### src/sv/fxa_pkg.sv
// ----------------------------------------------------------------------------
// fxa_pkg
// Shared types and constants for the Q24.8 fixed-point ALU.
// ----------------------------------------------------------------------------
package fxa_pkg;

  localparam int WordW = 32;
  localparam int FracW = 8;
  localparam int NumW  = WordW + FracW;  // scaled dividend width
  localparam int QDepth = 2;

  typedef enum logic [3:0] {
    OP_ADD = 4'd0, OP_SUB = 4'd1, OP_MUL = 4'd2, OP_DIV = 4'd3,
    OP_GT  = 4'd4, OP_LT  = 4'd5, OP_GE  = 4'd6, OP_LE  = 4'd7,
    OP_EQ  = 4'd8, OP_NE  = 4'd9, OP_MIN = 4'd10, OP_MAX = 4'd11,
    OP_INC = 4'd12, OP_DEC = 4'd13, OP_TOINT = 4'd14, OP_FROMINT = 4'd15
  } op_t;

  // Item passed from the front to the back through the queue.
  typedef struct packed {
    op_t              op;
    logic             is_div;
    logic             div_zero;
    logic             neg;       // result sign for mul/div
    logic [WordW-1:0] a;
    logic [WordW-1:0] b;
    logic [WordW-1:0] mag_a;
    logic [WordW-1:0] mag_b;
  } item_t;

  typedef struct packed {
    logic [WordW-1:0] result;
    logic             flag;
    logic             status;
  } res_t;

endpackage

### src/sv/fxa_front.sv
// ----------------------------------------------------------------------------
// fxa_front
// Accepts requests, takes operand magnitudes and classifies the operation.
// ----------------------------------------------------------------------------
module fxa_front (
  input  logic                        clk,
  input  logic                        rst_n,
  input  logic                        in_valid,
  output logic                        in_ready,
  input  logic [3:0]                  in_req_type,
  input  logic signed [fxa_pkg::WordW-1:0] in_operand_a,
  input  logic signed [fxa_pkg::WordW-1:0] in_operand_b,
  output logic                        q_valid,
  input  logic                        q_ready,
  output fxa_pkg::item_t              q_item
);

  logic           v_r;
  fxa_pkg::item_t it_r;
  fxa_pkg::item_t it_nxt;

  assign in_ready = !v_r || q_ready;
  assign q_valid  = v_r;
  assign q_item   = it_r;

  // classify and take magnitudes
  always_comb begin
    it_nxt.op       = fxa_pkg::op_t'(in_req_type);
    it_nxt.is_div   = (in_req_type == fxa_pkg::OP_DIV);
    it_nxt.div_zero = (in_operand_b == '0);
    it_nxt.neg      = in_operand_a[fxa_pkg::WordW-1] ^ in_operand_b[fxa_pkg::WordW-1];
    it_nxt.a        = in_operand_a;
    it_nxt.b        = in_operand_b;
    it_nxt.mag_a    = in_operand_a[fxa_pkg::WordW-1] ? (-in_operand_a) : in_operand_a;
    it_nxt.mag_b    = in_operand_b[fxa_pkg::WordW-1] ? (-in_operand_b) : in_operand_b;
  end

  always_ff @(posedge clk) begin
    if (!rst_n) begin
      v_r <= 1'b0;
    end else if (in_ready) begin
      v_r <= in_valid;
    end
    if (in_ready && in_valid) begin
      it_r <= it_nxt;
    end
  end

endmodule

### config.mk
export PLATFORM = sky130hd
export DESIGN_NAME = fxa_front
export DESIGN_NICKNAME = d
export VERILOG_FILES = /design/src/sv/fxa_pkg.sv /design/src/sv/fxa_front.sv
export SDC_FILE = /design/constraint.sdc
export NUM_CORES = 1
export LEC_CHECK = 0
export BUFFER_PORTS_ARGS = -buffer_cell sky130_fd_sc_hd__buf_2
export CORE_MARGIN = 4
export CORE_UTILIZATION = 45
export DETAILED_ROUTE_END_ITERATION = 10
export PLACE_DENSITY_LB_ADDON = 0.12
export SLEW_MARGIN = 20
export SYNTH_ARGS = -nofsm -noshare
export SYNTH_HDL_FRONTEND = slang
export SYNTH_SLANG_ARGS = --single-unit
### constraint.sdc
create_clock -name clk -period 7.05 [get_ports clk]
set_input_delay 0.3525 -clock clk [delete_from_list [all_inputs] [get_ports clk]]
set_output_delay 0.3525 -clock clk [all_outputs]
set_load 0.005 [all_outputs]
# Word level (Yosys, flattened, before mapping)
# Index checks and enable logic that the tools add are counted.
# totals
elab_cells	21
register_bits	136
in_bits	72
output_inout_bits	137
# op_classes
addsub	2
eq_ne	1
bitwise_logic	1
n_mux	2
n_reduce_logical	4
# ops
cell	count
$neg 32->32	2
$mux 31	2
$logic_not 32->1	1
$eq 4x2->1 const B	1
$logic_and 1x1->1	1
$logic_not 1->1	1
$logic_or 1x1->1	1
$xor 1x1->1	1

# Depth between registers and ports, before layout
# Gate-level depths: netlist of run 1.
# depth
ltp_word	3
mapped_depth	6
mapped_depth_nobuf	6

# Least setup slack after synthesis of run 1
# Ideal clock, no wire load.
# synth_path
path_type	input to register
startpoint	input q_ready
endpoint	register it_r (netlist bit q_item[100]) (enable)
stages	2
setup_time_ns	0.508
t_required_ns	6.542
path_buffers	0
path_slack_ns	2.976
t_arrival_ns	3.566
cell_sequence	nand2b_1 and2_1
# synth_between
elab_chain_cells	2
# synth_lines
item	line_no	source
start, declared	fxa_front.sv:14	input logic q_ready,
$logic_or 1x1->1	fxa_front.sv:22	assign in_ready = !v_r || q_ready;
$logic_and 1x1->1	fxa_front.sv:44	if (in_ready && in_valid) begin
end signal, assigned	fxa_front.sv:45	it_r <= it_nxt;
end, declared	fxa_front.sv:19	fxa_pkg::item_t it_r;
# No other way between the ends.
# A chain may end at the register's enable or synchronous reset.

# Worst setup path after layout of run 1
# layout_path
startpoint	register v_r (netlist: q_valid)
endpoint	register it_r (netlist bit q_item[24]) (enable)
# layout_between
elab_chain_cells	3
# layout_lines
item	line_no	source
start, declared	fxa_front.sv:18	logic v_r;
start signal, assigned	fxa_front.sv:42	v_r <= in_valid;
$logic_not 1->1	fxa_front.sv:22	
$logic_or 1x1->1	fxa_front.sv:22	
$logic_and 1x1->1	fxa_front.sv:44	
# No other way between the ends.

==> impl_metrics.csv, run 1 <==
group,metric,value,unit
critical_path,reg2regPathDepth,3,
floorplanning,die_height,119,um
logic_synthesis,avgSynthCellArea,16.0,um2
cts,clk_path_buf_depth,2,
cts,clock_sinks,134,
cts,clk_pin_slew,50,ps
floorplanning,io_pins,209,
drt,drtAntennaViolNets,0,
critical_path,crit_chain,"nand2b_1, and2_4, buf_4",
logic_synthesis,synth.largest_area_cell,"edfxtp_1",
power_and_ir_drop,power,1.87,mW
timing,hold_violations,0,
critical_path,crit_family,"buffers and inverters",
critical_path,crit_path_start_kind,"flop",
cts,ctsResizeCount,0,
grt,track_usage,17.6,%
placed_design,io_buffer_count,208,
timing,worst_slack,4720,ps
logic_synthesis,yosysWarnings,0,
floorplanning,rows,40,
timing,final_max_slew_viol_count,0,
layout,final_layout_size_suffix_gt1_share,44.0,%
critical_path,cpPeakStageDelay,850,ps
critical_path,path_depth,3,
critical_path,cp.arrival,2360,ps
critical_path,r2r_end,"q_item[24]",
logic_synthesis,synth_common_cells,"edfxtp_1, xnor2_1, nand2_1",
cts,clk_latency,410,ps
power_and_ir_drop,power_density,258,nW/um2
layout,nets,643,
critical_path,cpMaxStageDelayCell,"buf_4",
logic_synthesis,synth_area_leaders,"edfxtp_1, xnor2_1, o31ai_1",
status,status,"completed",
cts,numCtsBuffers,17,
critical_path,r2r_start,"q_valid",
drt,first_pass_iters,5,
logic_synthesis,syn_nets,426,
floorplanning,dieWidth,119,um
layout,area_growth,30.2,%
drt,wl_per_cell,16.7,um
timing,finalSetupViolCount,0,
drt,vias,3711,
placed_design,hpwl,8830,um
critical_path,setup.worst_path.end,"q_item[24]",
floorplanning,fp.dieArea,14300,um2
cts,cts-root-buf,"clkbuf_16",
floorplanning,core_region_area,12100,um2
logic_synthesis,synth_cells,350,
drt,routed_via_density,4.98,
cts,post_cts_buffers,0,
logic_synthesis,synth_seq_cells,134,
logic_synthesis,synth-seq-area-share,71.9,%
critical_path,crit_buf_inv,1,
power_and_ir_drop,peakVddDrop,0.142,mV
grt,grt_overflow,0,
layout,fin_area,7270,um2
power_and_ir_drop,p_leak,2.76,nW
timing,tightestPinTransition,943,ps
cts,postCtsHoldBufs,0,
logic_synthesis,netlist-cell-type-count,34,
placed_design,place_congestion,0.737,
critical_path,cp.required,7080,ps
placed_design,preCtsSetupSlack,4500,ps
layout,fin_cells,745,
grt,grt_pass1_vias,3712,
timing,fin_crit,2330,ps
critical_path,crit_path_start,"q_valid",
logic_synthesis,yosysMostFrequentCell,"edfxtp_1",
logic_synthesis,synth_flop_cell,"edfxtp_1",
placed_design,placed_cell_area,6790,um2
logic_synthesis,synthesis.area,5580,um2
logic_synthesis,synthArstFlopShare,0,%
timing,worst_hold_slack,134,ps
job,drv_cap,0,
drt,wl,12400,um
grt,grt_pass1_wl,19400,um
timing,timing.fmax,428,MHz
floorplanning,initial_utilization,46.3,%
timing,period_share,33.1,%
critical_path,worstPathMaxFanout,76,
critical_path,critPathKind,"reg -> reg",
drt,drt-initial-drc-count,226,
layout,antennaDiodeCount,0,
timing,rsz0062_at_grt,"false",
placed_design,dp.cells,716,
cts,cts_tree,"done",
timing,maxSlewHeadroom,37.2,%
timing,tns,0,ps
critical_path,rrSetupSlack,4720,ps
logic_synthesis,synth-edff-count,133,
critical_path,cp-end-kind,"flop",
grt,antenna_found_initial,0,
worst_hold_path,min_path_type,"in -> reg",
layout,final_core_util,60.3,%
drt,route.detailed.drc,0,
cts,h-tree-depth,4,
grt,grt_max_degree,77,
logic_synthesis,yosysTopAreaCellShare,71.5,%
timing,skew,7.29,ps
power breakdown:
group	switching [mW]	internal, mW
combinational	0.106	0.0817
clock	0.292	0.433
sequential	0.0130	0.948
total	0.411	1.46
state kept, by name, indices dropped and copies added (netlist names):
register / flops
q_item: 133
q_valid: 1
cell families after synthesis:
kind of cell	share of synthesized area, %
buf+inv	1.37
xor+xnor	9.26
simple gates	9.43
flops	71.9
fa+ha+maj	0.896
compound gates	7.15
area by class of cell:
type / instances / area (um2)
timing repair buffer: 209 / 1050
multi-input combinational: 198 / 1500
clock buffer: 20 / 437
tap: 168 / 210
fill: 978 / 4790
clock inverter: 9 / 40.0
sequential: 134 / 4010
inverter: 7 / 26.3
placed cells by master (no fill, tap or decap), types with 2 or more instances in the layout:
cell         n
nand4_2      2
nand3_1      7
or4_1        2
o21ai_0     17
clkbuf_16   17
or4_4        3
or2_2        2
nor3_1       5
clkinv_1     4
nor4_1       5
nor4_2       6
o41ai_1      8
nor2_1       9
nand2_1     24
or3_1        4
or3_4        2
o41ai_2      5
edfxtp_1   133
nand2b_1     7
ha_1         4
o31ai_1     19
buf_2      208
clkbuf_1     3
clkinv_2     5
inv_1        7
xnor2_1     58
routing by layer:
metal  up-vias  GRT usage, %  routed length (um)
li1       1785             -                   -
met1      1769          20.1                4960
met2       142          29.2                6140
met3        15          7.55                1140
met4         0          6.94                 208
met5         -             0                   0
how the worst min path moves through the flow:
stage / depth (start not counted) / from / to
global route: 1 / in_req_type[3] / q_item[134]
global placement: 2 / q_valid / q_valid
CTS: 1 / in_req_type[3] / q_item[134]
floorplan: 0 / in_operand_a[4] / q_item[100]
finish: 1 / in_req_type[2] / q_item[133]
detailed placement: 2 / q_valid / q_valid
No activity file was read; power rests on OpenSTA's default activity.
==> run 2: changes to the inputs <==
==> constraint.sdc (replaced) <==
create_clock -name clk -period 2.3 [get_ports clk]
set_input_delay 0.115 -clock clk [delete_from_list [all_inputs] [get_ports clk]]
set_output_delay 0.115 -clock clk [all_outputs]
set_load 0.005 [all_outputs]
==> impl_metrics.csv, run 2 (synthesized netlist as in run 1, its figures left out) <==
group,metric,value,unit
status,status,"completed",
cts,cts_tree,"done",
timing,final_max_slew_viol_count,0,
power_and_ir_drop,p_leak,3.13,nW
grt,grt_overflow,0,
grt,grt_pass1_wl,21800,um
timing,tns,0,ps
layout,antennaDiodeCount,0,
critical_path,cpMaxStageDelayCell,"dlygate4sd3_1",
critical_path,r2r_start,"q_valid",
layout,final_layout_size_suffix_gt1_share,41.3,%
layout,largest_register_ffs,133,
floorplanning,initial_utilization,46.3,%
drt,route.detailed.drc,0,
layout,layout_commonest_cell,"buf_2",
critical_path,path_depth,6,
critical_path,cp.required,2450,ps
grt,grt_pass1_vias,4288,
cts,cts-root-buf,"clkbuf_16",
worst_hold_path,hold_end,"q_item[70]",
placed_design,hpwl,9000,um
power_and_ir_drop,power_density,781,nW/um2
critical_path,reg2regPathDepth,3,
cts,clk_pin_slew,60,ps
layout,nets,716,
layout,final_core_util,67.6,%
critical_path,crit_path_start_kind,"input pin",
floorplanning,fp.dieArea,14300,um2
power_and_ir_drop,peakVddDrop,0.398,mV
critical_path,rrSetupSlack,950,ps
placed_design,place_congestion,0.748,
critical_path,cp-end-kind,"flop",
critical_path,worstPathMaxFanout,8,
timing,maxSlewHeadroom,56.4,%
worst_hold_path,min_path_type,"in -> reg",
layout,final_cell_mix,"buf_2, edfxtp_1, dlygate4sd3_1",
job,drv_cap,0,
floorplanning,io_pins,209,
drt,wl_per_cell,16.9,um
drt,vias,4002,
floorplanning,dieWidth,119,um
power_and_ir_drop,power,6.37,mW
drt,wl,13900,um
cts,clk_latency,410,ps
critical_path,crit_family,"simple AND/OR/NAND/NOR gates",
critical_path,cpPeakStageDelay,550,ps
timing,timing.fmax,483,MHz
critical_path,cp.arrival,2220,ps
critical_path,r2r_end,"q_item[30]",
timing,fin_crit,2070,ps
critical_path,crit_chain,"dlygate4sd3_1, buf_2, nor4_2, nand4_2, o31ai_1, xnor2_1",
drt,first_pass_iters,4,
drt,routed_via_density,4.87,
grt,track_usage,19.6,%
worst_hold_path,whs_path_depth,1,
cts,h-tree-depth,4,
drt,drtAntennaViolNets,0,
timing,period_share,90.0,%
cts,clock_sinks,134,
drt,drt-initial-drc-count,263,
timing,finalSetupViolCount,0,
cts,clk_path_buf_depth,2,
timing,worst_hold_slack,26.0,ps
critical_path,crit_buf_inv,2,
placed_design,io_buffer_count,208,
grt,grt_max_degree,79,
worst_hold_path,worstHoldStart,"in_operand_b[6]",
timing,skew,7.45,ps
grt,antenna_found_initial,0,
floorplanning,rows,40,
layout,area_growth,45.9,%
floorplanning,die_height,119,um
timing,rsz0062_at_grt,"false",
floorplanning,core_region_area,12100,um2
critical_path,critPathKind,"in -> reg",
timing,hold_violations,0,
cts,numCtsBuffers,17,
timing,tightestPinTransition,653,ps
cts,post_cts_buffers,0,
## run 2: layer usage
layer  track usage [%]  routed length (um)
met5                 0                   0
met4              7.09                 261
met3              7.08                1050
met2              34.7                7250
met1              21.7                5350
## run 2: metrics by stage
stage,worst slack [ps],cell area (um2),std cells
global placement,331,6860,722
finish,230,8150,821
floorplan,471,5590,350
CTS,135,8140,821
detailed placement,294,6860,722
global route,66.9,8150,821
## run 2: layout make-up
type,instances,area [um2]
fillers,892,3910
multi-input cells,198,1500
well taps,168,210
inverters,7,26.3
flip-flops and latches,134,4010
clock inverters,15,179
clock buffers,17,425
repair buffers,282,1790
## run 2: repair_timing
| item | in CTS | in global routing |
|---|---|---|
| hold endpoints to repair | 67 | 0 |
| setup endpoints to repair | 0 | 4 |
| resized for setup | 0 | 1 |
| hold buffers | 67 | 0 |
## run 2: power by group
| part | leakage, nW | switching (mW) | internal (mW) |
|---|---|---|---|
| Clock | 0.286 | 1.03 | 1.71 |
| Sequential | 1.30 | 0.0414 | 2.90 |
| Combinational | 1.55 | 0.350 | 0.335 |
## run 2: worst max path at each step
stage	startpoint	endpoint	slack, ps
floorplan	q_valid	q_item[100]	470
global placement	in_operand_b[9]	q_item[27]	330
detailed placement	in_operand_b[9]	q_item[21]	290
CTS	in_operand_b[9]	q_item[26]	140
global route	in_operand_a[9]	q_item[59]	70
finish	in_operand_a[9]	q_item[61]	230
