## src/sv/fxa_pkg.sv

```systemverilog
// ----------------------------------------------------------------------------
// fxa_pkg
// Shared types and constants for the Q24.8 fixed-point ALU.
// ----------------------------------------------------------------------------
package fxa_pkg;

  localparam int WordW = 32;
  localparam int FracW = 8;
  localparam int NumW  = WordW + FracW;  // scaled dividend width
  localparam int QDepth = 2;

  typedef enum logic [3:0] {
    OP_ADD = 4'd0, OP_SUB = 4'd1, OP_MUL = 4'd2, OP_DIV = 4'd3,
    OP_GT  = 4'd4, OP_LT  = 4'd5, OP_GE  = 4'd6, OP_LE  = 4'd7,
    OP_EQ  = 4'd8, OP_NE  = 4'd9, OP_MIN = 4'd10, OP_MAX = 4'd11,
    OP_INC = 4'd12, OP_DEC = 4'd13, OP_TOINT = 4'd14, OP_FROMINT = 4'd15
  } op_t;

  // Item passed from the front to the back through the queue.
  typedef struct packed {
    op_t              op;
    logic             is_div;
    logic             div_zero;
    logic             neg;       // result sign for mul/div
    logic [WordW-1:0] a;
    logic [WordW-1:0] b;
    logic [WordW-1:0] mag_a;
    logic [WordW-1:0] mag_b;
  } item_t;

  typedef struct packed {
    logic [WordW-1:0] result;
    logic             flag;
    logic             status;
  } res_t;

endpackage

```

## src/sv/fxa_queue.sv

```systemverilog
// ----------------------------------------------------------------------------
// fxa_queue
// Short FIFO between the front and the back.
// ----------------------------------------------------------------------------
module fxa_queue (
  input  logic           clk,
  input  logic           rst_n,
  input  logic           wr_valid,
  output logic           wr_ready,
  input  fxa_pkg::item_t wr_item,
  output logic           rd_valid,
  input  logic           rd_ready,
  output fxa_pkg::item_t rd_item
);

  localparam int PtrW = $clog2(fxa_pkg::QDepth);

  fxa_pkg::item_t mem_r [fxa_pkg::QDepth];
  logic [PtrW-1:0] wp_r, rp_r;
  logic [PtrW:0]   cnt_r;
  logic            push, pop;

  assign wr_ready = (cnt_r != PtrW'(0) + (PtrW+1)'(fxa_pkg::QDepth));
  assign rd_valid = (cnt_r != '0);
  assign rd_item  = mem_r[rp_r];
  assign push     = wr_valid && wr_ready;
  assign pop      = rd_valid && rd_ready;

  always_ff @(posedge clk) begin
    if (!rst_n) begin
      wp_r  <= '0;
      rp_r  <= '0;
      cnt_r <= '0;
    end else begin
      if (push) wp_r <= wp_r + 1'b1;
      if (pop)  rp_r <= rp_r + 1'b1;
      cnt_r <= cnt_r + (PtrW+1)'(push) - (PtrW+1)'(pop);
    end
    if (push) begin
      mem_r[wp_r] <= wr_item;
    end
  end

endmodule

```

## config.mk

```make
export PLATFORM = sky130hd
export DESIGN_NAME = fxa_queue
export DESIGN_NICKNAME = d
export VERILOG_FILES = /design/src/sv/fxa_pkg.sv /design/src/sv/fxa_queue.sv
export SDC_FILE = /design/constraint.sdc
export NUM_CORES = 1
export LEC_CHECK = 0
export ABC_AREA = 1
export BUFFER_PORTS_ARGS = -buffer_cell sky130_fd_sc_hd__buf_4
export CAP_MARGIN = 20
export CORE_MARGIN = 8
export CORE_UTILIZATION = 31
export DETAILED_ROUTE_END_ITERATION = 16
export PLACE_DENSITY_LB_ADDON = 0.12
export SYNTH_ARGS = -nofsm -noshare
export SYNTH_HDL_FRONTEND = slang
export SYNTH_SLANG_ARGS = --single-unit
```

## constraint.sdc

```tcl
create_clock -name clk -period 8 [get_ports clk]
set_clock_uncertainty 0.1 [all_clocks]
set_input_delay 0.4 -clock clk [delete_from_list [all_inputs] [get_ports clk]]
set_output_delay 0.4 -clock clk [all_outputs]
set_load 0.01 [all_outputs]
```

Word level (Yosys, flattened, before mapping) --
Memories as Yosys holds them, arrays and structs flattened. A register that Yosys moved wholly into a read port is not among the register bits. Index checks and enable logic that the tools add are counted.
Operators by class: add/sub/neg operators 4, eq/ne operators 1, muxes and demuxes 4, reduce and logical (&&, ||, !) cells 3
Operator list (count):
- 2-to-1 mux 1 bit | 4
- adder 1 bit, second input constant | 2
- adder 2 x 1 -> 2 bit | 1
- logical AND 1 bit | 2
- inequality test 2 bit, second input constant | 1
- nonzero test 2 bit | 1
- subtractor 2 x 1 -> 2 bit | 1
Word-level totals: register bits after elaboration 4, RAM bits 270, input port bits 139, output and inout bits 137, logic and storage cells 16, memories 1
Memory list:
- mem_r | depth 2, bits a word 135, rd ports 1, clocked after Yosys merged registers in 1, wr ports 1, RTL line fxa_queue.sv:18 | fxa_pkg::item_t mem_r [fxa_pkg::QDepth];

Logic depth before layout (Yosys ltp) --
Gate-level depths: netlist of the first run.
word-level depth 4, gate-level depth with buffers 11, mapped depth without buffers 11

Least setup slack after synthesis of the first run --
OpenSTA, ideal clock, no wires.
kind register to register, start point register cnt_r[0], end point memory mem_r[1][0] (netlist bit), enable pin, setup time 0.633 ns, arrival 6.286 ns, data required time 7.267 ns, slack 0.981 ns, cell stages (with the launch flop) 5, path buffers 0, clock period less this slack 7.019 ns, cells stage by stage dfxtp_1 -> inv_1 -> nand2_1 -> nand2_1 -> nor2_1
On the way: cells in the longest elaborated chain, start to end 4
Ends and longest elaborated chain:
- start, declared | RTL line fxa_queue.sv:20 | logic [PtrW:0] cnt_r;
- start signal, assigned | RTL line fxa_queue.sv:37 | cnt_r <= cnt_r + (PtrW+1)'(push) - (PtrW+1)'(pop);
- inequality test 2 bit | RTL line fxa_queue.sv:23 | assign wr_ready = (cnt_r != PtrW'(0) + (PtrW+1)'(fxa_pkg::QDepth));
- via wr_ready | RTL line fxa_queue.sv:9 | output logic wr_ready,
- logical AND 1 bit | RTL line fxa_queue.sv:26 | assign push = wr_valid && wr_ready;
- 2-to-1 mux 1 bit | RTL line fxa_queue.sv:39 | if (push) begin
- 2-to-1 mux 1 bit (not written as such) | RTL line fxa_queue.sv:40 | mem_r[wp_r] <= wr_item;
- end, declared | RTL line fxa_queue.sv:18
The timed path passes the listed nets, and every way through them passes these cells.

==> results of run 1 <==
## critical path: cells and delay by family, from the launching register on
| family | cells | cell delay, ns |
|---|---|---|
| buf+inv | 2 | 0.96 |
| mux | 1 | 0.46 |
| flops | 1 | 0.71 |
## synth_stat cells
| master | count |
|---|---|
| a21oi_1 | 1 |
| dfxtp_1 | 5 |
| buf_2 | 8 |
| inv_1 | 7 |
| nand3_1 | 1 |
| edfxtp_1 | 270 |
| buf_6 | 7 |
| ha_1 | 1 |
| mux2_2 | 85 |
| xnor2_1 | 1 |
| mux2_4 | 50 |
| nor2_1 | 9 |
| nand2_1 | 11 |
## layer usage
| layer | vias to the layer above | share of wire | global-route usage |
|---|---|---|---|
| li1 | 2674 | - | - |
| met1 | 2752 | 0.43 | 0.150 |
| met2 | 204 | 0.46 | 0.187 |
| met3 | 46 | 0.085 | 0.0448 |
| met4 | 0 | 0.024 | 0.0306 |
| met5 | - | 0 | 0.00383 |
## layout make-up
type,instances,share of cell area
Antenna cell,2,0.000333
Clock inverter,11,0.00366
Inverter,7,0.00175
Multi-Input combinational cell,159,0.122
Timing Repair Buffer,419,0.233
Sequential cell,275,0.546
Clock buffer,45,0.0564
Tap cell,442,0.0368
## registers in the layout, indices dropped and copies added, names as in the netlist, named ones only
signal,flops
cnt_r,2
rp_r,1
wp_r,1
mem_r,270
## metrics by stage
step | area (sq um) | utilization
CTS | 15000 | 0.462
global route | 15000 | 0.463
floorplan | 10200 | -
finish | 15000 | 0.463
global placement | 12700 | 0.392
detailed placement | 12700 | 0.392
## where the power goes
part | internal, mW | switching (mW) | leakage [nW]
Clock | 0.728 | 0.523 | 0.444
Combinational | 0.620 | 0.543 | 2.69
Sequential | 1.83 | 0.0690 | 2.56
## worst paths after layout
kind | startpoint | end | slack [ns] | cells past startpoint
max | flop | rd_item[133] | 4.77 | 3
min reg2reg | rp_r | flop | 0.44 | 2
max reg2reg | cnt_r[0] | mem_r[1][62] | 5.22 | 7
min | rd_ready | cnt_r[1] | 0.25 | 5
## cells in the final DEF, fill, tap and decap left out, drive strengths merged
cell type    instances
a21oi                1
buf                283
clkbuf              45
clkinv              10
dfxtp                5
diode                2
dlygate4sd3        136
edfxtp             270
ha                   1
inv                  8
mux2               135
nand2               11
nand3                1
nor2                 9
xnor2                1
## cell families (layout without fill, tap and decap cells)
logic type	count (synthesis)	count (layout)
xor gates and xnor gates	1	1
AOI/OAI and AO/OA	1	1
and+or+nand+nor	21	21
muxes	135	135
adders and majority gates	1	1
buffers and inverters	22	482
other	0	2
DFF	275	275
## timing repair
item,in CTS,in global routing
hold endpoints to repair,273,0
hold buffers,136,0
setup endpoints to repair,0,0
==> run_results.csv, run 1 <==
group,metric,value,unit
run_status,status,"finished clean",
power_and_ir_drop,vdd_drop_max,176,uV
floorplan,row_count,66,
worst_setup_path,arrival,2.73,ns
timing,finalCritPeriodShare,0.404,
logic_synthesis,synth_top_family_by_area,"multiplexers",
worst_setup_path,crit_chain,"buf_4, mux2_2, buf_4",
logic_synthesis,synth_xor_area_frac,0.000861,
placed_design,place_inst,1165,
placed_design,port_buffers,275,
cts,cts_resized,0,
worst_setup_path,crit_fanout,50,
logic_synthesis,synthSimpleGateAreaFrac,0.00788,
logic_synthesis,syn-num-nets,596,
floorplan,die-area,38800,sq um
detailed_routing,drc,0,
layout,final_cells,1360,
cts,cts.sinks,275,
cts,htree_levels,1,
timing,worst_hold_slack,0.245,ns
logic_synthesis,syn_area,10200,sq um
cts,cts_made_buffers,30,
worst_setup_path,slowest_stage,"buf_4",
floorplan,io_pins,276,
timing,max_freq,309,MHz
layout,fillers,2855,
worst_setup_path,critical_path_class,"flop to primary output",
timing,tns,0,ns
layout,drive_above_1_share,0.502,
timing,slew_violations,0,
detailed_routing,wl_per_cell,17.6,um
worst_setup_path,startpoint_type,"flop",
detailed_routing,vias,5676,
placed_design,pre_cts_ws,4.89,ns
placed_design,gp_congestion,0.683,
floorplan,initial_core_util,0.313,
logic_synthesis,yosysSeqAreaShare,0.807,
power_and_ir_drop,leakagePower,5.70,nW
cts,clock_latency,0.54,ns
timing,timing.final.ws_setup,4.77,ns
worst_setup_path,worst_ep_required_time,7.50,ns
timing,setup_viol,0,
cts,clock-root-buffer,"clkbuf_16",
floorplan,die_x,197,um
timing,relSlewSlack,0.400,
logic_synthesis,postSynthAreaPerCell,22.3,sq um
power_and_ir_drop,p_total,4.31,mW
global_routing,grt_pass1_vias,6334,
logic_synthesis,ys_types,13,
logic_synthesis,synth_top_area_frac,0.797,
global_routing,antenna_found_initial,2,
logic_synthesis,synth_fa_ha_area_frac,0.00123,
detailed_routing,first_iter_violations,209,
cts,clk_pin_slew,0.06,ns
logic_synthesis,synthTopCellsByArea,"edfxtp_1 80%, mux2_2 9.4%, mux2_4 7.4%",
detailed_routing,via_per_inst,4.17,
detailed_routing,wirelength,24.0,mm
floorplan,core,32500,sq um
global_routing,grt_overflow,0,
worst_hold_path,hp-class,"input port to flop",
placed_design,hpwl,16.0,mm
worst_setup_path,crit_top_cell,"buf_4",
job,cap_violations,0,
worst_setup_path,cpPeakStageDelay,0.80,ns
layout,multi_input_area,1830,sq um
layout,synthToLayoutAreaGrowth,47.9,%
layout,num-nets-final,1032,
logic_synthesis,synth_top_area_cell,"edfxtp_1",
timing,rsz0062_at_grt,"false",
logic_synthesis,synth-seq-cells,275,
layout,seq_area,8210,sq um
power_and_ir_drop,power_density,287,nW/um^2
logic_synthesis,synth-compound-area-share,0.000492,
timing,finalCriticalPeriod,3.23,ns
detailed_routing,dr.pass1.iters,4,
logic_synthesis,synth.area.mux_share,0.168,
timing,tightest_slew,0.900,ns
cts,post_cts_buffers,0,
worst_setup_path,cp-end-kind,"primary output",
floorplan,die_h,197,um
logic_synthesis,synthCells,456,
global_routing,grt_max_degree,83,
global_routing,grt_pass1_wl,36.5,mm
logic_synthesis,yosys_warnings,0,
cts,tritoncts,"built",
global_routing,track_usage,0.118,
detailed_routing,ant_nets,0,
cts,cts_buffer_depth,3,
timing,hold_viol,0,
(Power assumes the default switching activity.)
==> run 2, diff against run 1 <==
- clock period: 8 -> 3.1 ns (I/O delays scaled with it)
==> run 2 against run 1 <==
- non-clock buffer count fell by 1
- sequential power rose to 2.5 times the previous value
- wire length decreased by 2.2%
- final cell count shrank 0.37%
- global-route usage down 0.23 points
- power rose to 2.6 times the previous value
- register-to-register slack worse by 4.0 ns
- sequential share of layout area shrank 0.15 points
- clock power rose to 2.6 times the previous value
- combinational power rose to 2.6 times the previous value
- hold slack worse by 0.0071 ns
- core utilization is 0.13 points higher
- largest cell class unchanged
- largest power group unchanged
==> run_results.csv, run 2 (same netlist as run 1, synthesis figures left out) <==
group,metric,value,unit
run_status,status,"finished clean",
power_and_ir_drop,power_density,740,nW/um^2
global_routing,gr-usage-met2,0.191,
floorplan,row_count,66,
placed_design,post_dp_cell_area,12800,sq um
timing,tightest_slew,0.846,ns
worst_setup_path,crit_fanout,79,
layout,top_regs,"mem_r (270), cnt_r (2)",
global_routing,grt_max_degree,136,
global_routing,grt_pass1_wl,36.0,mm
cts,clock_latency,0.54,ns
worst_hold_path,min_to,"mem_r[0][125]",
floorplan,core,32500,sq um
detailed_routing,dr.pass1.iters,4,
cts,ctsHoldBuffers,138,
worst_setup_path,critical_path_class,"flop to primary output",
worst_setup_path,arrival,1.94,ns
layout,synthToLayoutAreaGrowth,48.3,%
detailed_routing,drc,0,
global_routing,gr-max-usage-layer,"met2",
layout,final_cells,1355,
detailed_routing,first_iter_violations,133,
placed_design,gp_congestion,0.709,
detailed_routing,wl_per_cell,17.3,um
worst_setup_path,worst_ep_required_time,2.84,ns
power_and_ir_drop,vdd_drop_max,501,uV
layout,num-nets-final,1031,
layout,final_area,15100,sq um
timing,slew_violations,0,
cts,cts.sinks,275,
power_and_ir_drop,leakagePower,5.71,nW
global_routing,grt_pass1_vias,6487,
timing,worst_hold_slack,0.238,ns
cts,tritoncts,"built",
timing,max_freq,455,MHz
global_routing,grt_overflow,0,
timing,setup_viol,0,
placed_design,hpwl,15.0,mm
job,cap_violations,0,
worst_setup_path,crit_buf_inv,2,
worst_hold_path,whs_path_depth,2,
cts,cts_resized,0,
cts,cts_buffer_depth,3,
worst_setup_path,crit_chain,"buf_12, mux2_2, buf_4",
timing,finalCritPeriodShare,0.709,
layout,drive_above_1_share,0.504,
global_routing,grtUsageMet3,0.0361,
placed_design,port_buffers,275,
layout,final_common_cell,"buf_4",
worst_hold_path,min_from,"wr_item[125]",
worst_setup_path,startpoint_type,"flop",
floorplan,io_pins,276,
detailed_routing,via_per_inst,4.17,
floorplan,die-area,38800,sq um
layout,largest_reg_flops,270,
worst_setup_path,rrSetupSlack,1.25,ns
timing,rsz0062_at_grt,"false",
detailed_routing,ant_nets,0,
cts,clock-root-buffer,"clkbuf_16",
floorplan,initial_core_util,0.313,
layout,layout_common_cells,"275 x buf_4, 270 x edfxtp_1, 138 x dlygate4sd3_1",
worst_hold_path,hp-class,"input port to flop",
layout,regMostFlops,"mem_r",
timing,hold_viol,0,
floorplan,die_h,197,um
layout,diodes,0,
worst_setup_path,slowest_stage,"mux2_2",
floorplan,die_x,197,um
layout,fillers,2788,
global_routing,grt_use_met1,0.146,
worst_setup_path,r2r-end,"mem_r[0][47]",
cts,post_cts_buffers,0,
detailed_routing,wirelength,23.5,mm
placed_design,place_inst,1163,
worst_setup_path,cpPeakStageDelay,0.41,ns
worst_setup_path,timing.rr.start,"cnt_r[0]",
timing,relSlewSlack,0.436,
cts,cts_made_buffers,30,
cts,htree_levels,1,
detailed_routing,vias,5644,
worst_setup_path,path_delay_family,"buffers and inverters",
global_routing,antenna_found_initial,0,
timing,tns,0,ns
cts,clk_pin_slew,0.06,ns
worst_setup_path,r2r_cells,5,
global_routing,track_usage,0.116,
timing,finalCriticalPeriod,2.20,ns
worst_setup_path,cp-end-kind,"primary output",
-- run 2: report_power, final --
group	total [mW]	internal, mW	switching (mW)
Combinational	3.07	1.62	1.45
Clock	3.25	1.89	1.36
Sequential	4.84	4.72	0.119
Total	11.2	8.24	2.93
-- run 2: how the worst max path moves through the flow --
stage / startpoint / depth (start not counted) / end
CTS: flop / 3 / rd_item[0]
global route: flop / 3 / rd_item[68]
floorplan: cnt_r[0] / 4 / mem_r[1][0]
finish: flop / 3 / rd_item[68]
detailed placement: cnt_r[0] / 5 / mem_r[0][85]
global placement: cnt_r[0] / 5 / mem_r[0][85]
-- run 2: area by class of cell --
class / count / area [sq um] / area share
flip-flops and latches: 275 / 8210 / 0.545
clock inverters: 15 / 93.8 / 0.00622
well taps: 442 / 553 / 0.0367
inverters: 7 / 26.3 / 0.00174
clock buffers: 39 / 806 / 0.0534
multi-input cells: 159 / 1840 / 0.122
repair buffers: 418 / 3550 / 0.235
-- run 2: metrics by stage --
step	worst slack, ns	utilization	total power, mW
final	0.901	0.465	11.2
after global routing	0.809	0.465	11.7
after CTS	0.846	0.465	11.4
after detailed placement	1.28	0.394	7.93
after global placement	1.32	0.394	7.88
after floorplan	0.00311	-	6.55
-- run 2: metal layers --
layer	vias to the layer above	wire [um]
met5	-	0
met3	33	1740
met1	2761	10200
li1	2656	-
met2	194	11000
met4	0	476
==> run 3, diff against run 2 <==
- ABC_AREA: 1 -> 0
- clock period: 3.1 -> 2.2 ns (I/O delays scaled with it)
==> run 3 against run 2 <==
- synthesized cell count down 1.5%
- setup slack worse by 0.74 ns
- critical path depth unchanged
- non-clock buffer count up 4
- via count up 0.64%
- core utilization up 0.23 points
- register-to-register slack worse by 1.0 ns
- hold slack worse by 0.036 ns
- final cell count down 0.22%
- area after synthesis up 0.30%
- sequential cell count unchanged
==> run_results.csv, run 3 <==
group,metric,value,unit
layout,num-nets-final,1027,
logic_synthesis,yosysSeqAreaShare,0.805,
worst_hold_path,min_to,"mem_r[0][80]",
worst_setup_path,r2r-end,"cnt_r[0]",
logic_synthesis,synth_top_area_frac,0.795,
floorplan,row_count,66,
layout,fillers,2801,
cts,clock_latency,0.54,ns
worst_setup_path,timing.rr.start,"cnt_r[1]",
logic_synthesis,synth-seq-cells,275,
timing,relSlewSlack,0.640,
global_routing,grt_pass1_vias,6429,
logic_synthesis,syn-num-nets,589,
layout,layout_common_cells,"275 x buf_4, 270 x edfxtp_1, 139 x dlygate4sd3_1",
detailed_routing,dr.pass1.iters,4,
global_routing,track_usage,0.118,
worst_hold_path,min_from,"wr_item[80]",
worst_hold_path,hp-class,"input port to flop",
detailed_routing,wirelength,23.8,mm
placed_design,hpwl,15.6,mm
power_and_ir_drop,vdd_drop_max,593,uV
detailed_routing,drc,0,
logic_synthesis,postSynthAreaPerCell,22.7,sq um
detailed_routing,wl_per_cell,17.6,um
placed_design,port_buffers,275,
worst_setup_path,crit_fanout,47,
layout,synthToLayoutAreaGrowth,48.6,%
detailed_routing,ant_nets,0,
cts,clk_pin_slew,0.06,ns
timing,max_freq,491,MHz
logic_synthesis,ys_dominant_reg_cell,"edfxtp_1",
timing,hold_viol,0,
timing,slew_violations,0,
timing,finalCritPeriodShare,0.925,
logic_synthesis,synthCells,449,
job,cap_violations,0,
power_and_ir_drop,leakagePower,5.70,nW
layout,final_common_cell,"buf_4",
worst_setup_path,startpoint_type,"flop",
run_status,status,"finished clean",
detailed_routing,vias,5680,
logic_synthesis,synth_top_area_cell,"edfxtp_1",
detailed_routing,via_per_inst,4.20,
timing,tightest_slew,0.540,ns
timing,worst_hold_slack,0.202,ns
logic_synthesis,synthTopCellsByArea,"edfxtp_1 80%, mux2_2 9.4%, mux2_4 7.4%",
layout,final_util,0.467,
detailed_routing,first_iter_violations,192,
global_routing,grt_pass1_wl,36.6,mm
global_routing,grt_max_degree,84,
logic_synthesis,ys_types,24,
power_and_ir_drop,power_density,974,nW/um^2
floorplan,die_h,197,um
placed_design,gp_congestion,0.713,
worst_setup_path,worst_ep_required_time,1.99,ns
logic_synthesis,synth_common_cells,"270 x edfxtp_1, 85 x mux2_2, 50 x mux2_4, 8 x buf_2, 7 x buf_6",
layout,drive_above_1_share,0.510,
worst_setup_path,rrSetupSlack,0.22,ns
timing,setup_viol,0,
floorplan,core,32500,sq um
logic_synthesis,yosysMostFrequentCell,"edfxtp_1",
floorplan,die-area,39000,sq um
worst_setup_path,r2r_cells,6,
timing,finalCriticalPeriod,2.04,ns
global_routing,grt_overflow,0,
floorplan,io_pins,276,
worst_setup_path,arrival,1.83,ns
logic_synthesis,yosys_warnings,0,
logic_synthesis,synthArstFlopShare,0,
cts,cts_resized,0,
layout,top_regs,"mem_r (270), cnt_r (2)",
logic_synthesis,synth-edff-count,270,
layout,largest_reg_flops,270,
cts,cts_buffer_depth,3,
cts,cts.sinks,275,
cts,tritoncts,"built",
floorplan,die_x,197,um
worst_hold_path,whs_path_depth,2,
global_routing,antenna_found_initial,2,
cts,clock-root-buffer,"clkbuf_16",
floorplan,initial_core_util,0.314,
logic_synthesis,syn_area,10200,sq um
layout,regMostFlops,"mem_r",
worst_setup_path,critical_path_class,"flop to primary output",
worst_setup_path,cp-end-kind,"primary output",
timing,rsz0062_at_grt,"false",
cts,cts_made_buffers,29,
cts,htree_levels,1,
[run 3: cell type report]
class,instances,area [sq um],share of cell area
diodes,1,2.50,0.000165
clock inverters,14,115,0.00760
clock buffers,39,763,0.0504
well taps,442,553,0.0365
flip-flops and latches,275,8210,0.542
multi-input cells,158,1880,0.124
repair buffers,422,3620,0.239
inverters,1,7.51,0.000495
[run 3: cell families (layout without fill, tap and decap cells)]
| kind of cell | after synthesis | after routing | share of synthesized area |
|---|---|---|---|
| multiplexers | 136 | 136 | 0.168 |
| other | 0 | 1 | 0 |
| AND/OR/NAND/NOR | 13 | 13 | 0.00724 |
| XOR/XNOR | 1 | 1 | 0.000859 |
| adder cells (fa/ha/maj) | 1 | 1 | 0.00123 |
| buffers and inverters | 16 | 476 | 0.0120 |
| AO/OA/AOI/OAI | 7 | 7 | 0.00528 |
| flip-flops | 275 | 275 | 0.805 |
[run 3: worst max-delay path by stage]
stage	startpoint	endpoint	slack [ns]	depth (start not counted)
CTS	flop	rd_item[134]	0.13	3
floorplan	cnt_r[0]	mem_r[0][0]	-0.93	3
finish	flop	rd_item[61]	0.16	3
detailed placement	cnt_r[0]	mem_r[0][9]	0.47	4
global route	flop	rd_item[17]	0.09	3
global placement	cnt_r[0]	mem_r[0][22]	0.50	4
[run 3: repair_timing]
item | CTS | global route
buffers inserted | 0 | 0
hold endpoints to repair | 275 | 0
hold buffers | 139 | 0
[run 3: per-stage QoR]
stage / cells / area, sq um / setup TNS (ns) / setup slack (ns) / power, mW
2_1_floorplan: 449 / 10200 / -200.20 / -0.928 / 8.54
3_3_place_gp: 1159 / 12900 / 0 / 0.503 / 10.1
3_5_place_dp: 1159 / 12900 / 0 / 0.469 / 10.2
4_1_cts: 1351 / 15100 / 0 / 0.132 / 15.0
5_1_grt: 1352 / 15200 / 0 / 0.0941 / 15.5
6_report: 1352 / 15200 / 0 / 0.165 / 14.8
[run 3: worst max-delay path, cell delays in order, from the launching register on]
cell and delay (ns):
dfxtp_4 0.39, buf_12 0.27, mux2_2 0.39, buf_4 0.15
[run 3: layer usage]
metal | GRT usage | wire length, um | up-vias
li1 | - | - | 2663
met1 | 0.151 | 10300 | 2779
met2 | 0.191 | 11100 | 202
met3 | 0.0400 | 2000 | 34
met4 | 0.0284 | 418 | 2
met5 | 0 | 13 | -
[run 3: power breakdown]
group	switching [mW]	internal, mW
Sequential	0.136	6.38
Clock	1.89	2.65
Combinational	1.67	2.04
Total	3.69	11.1
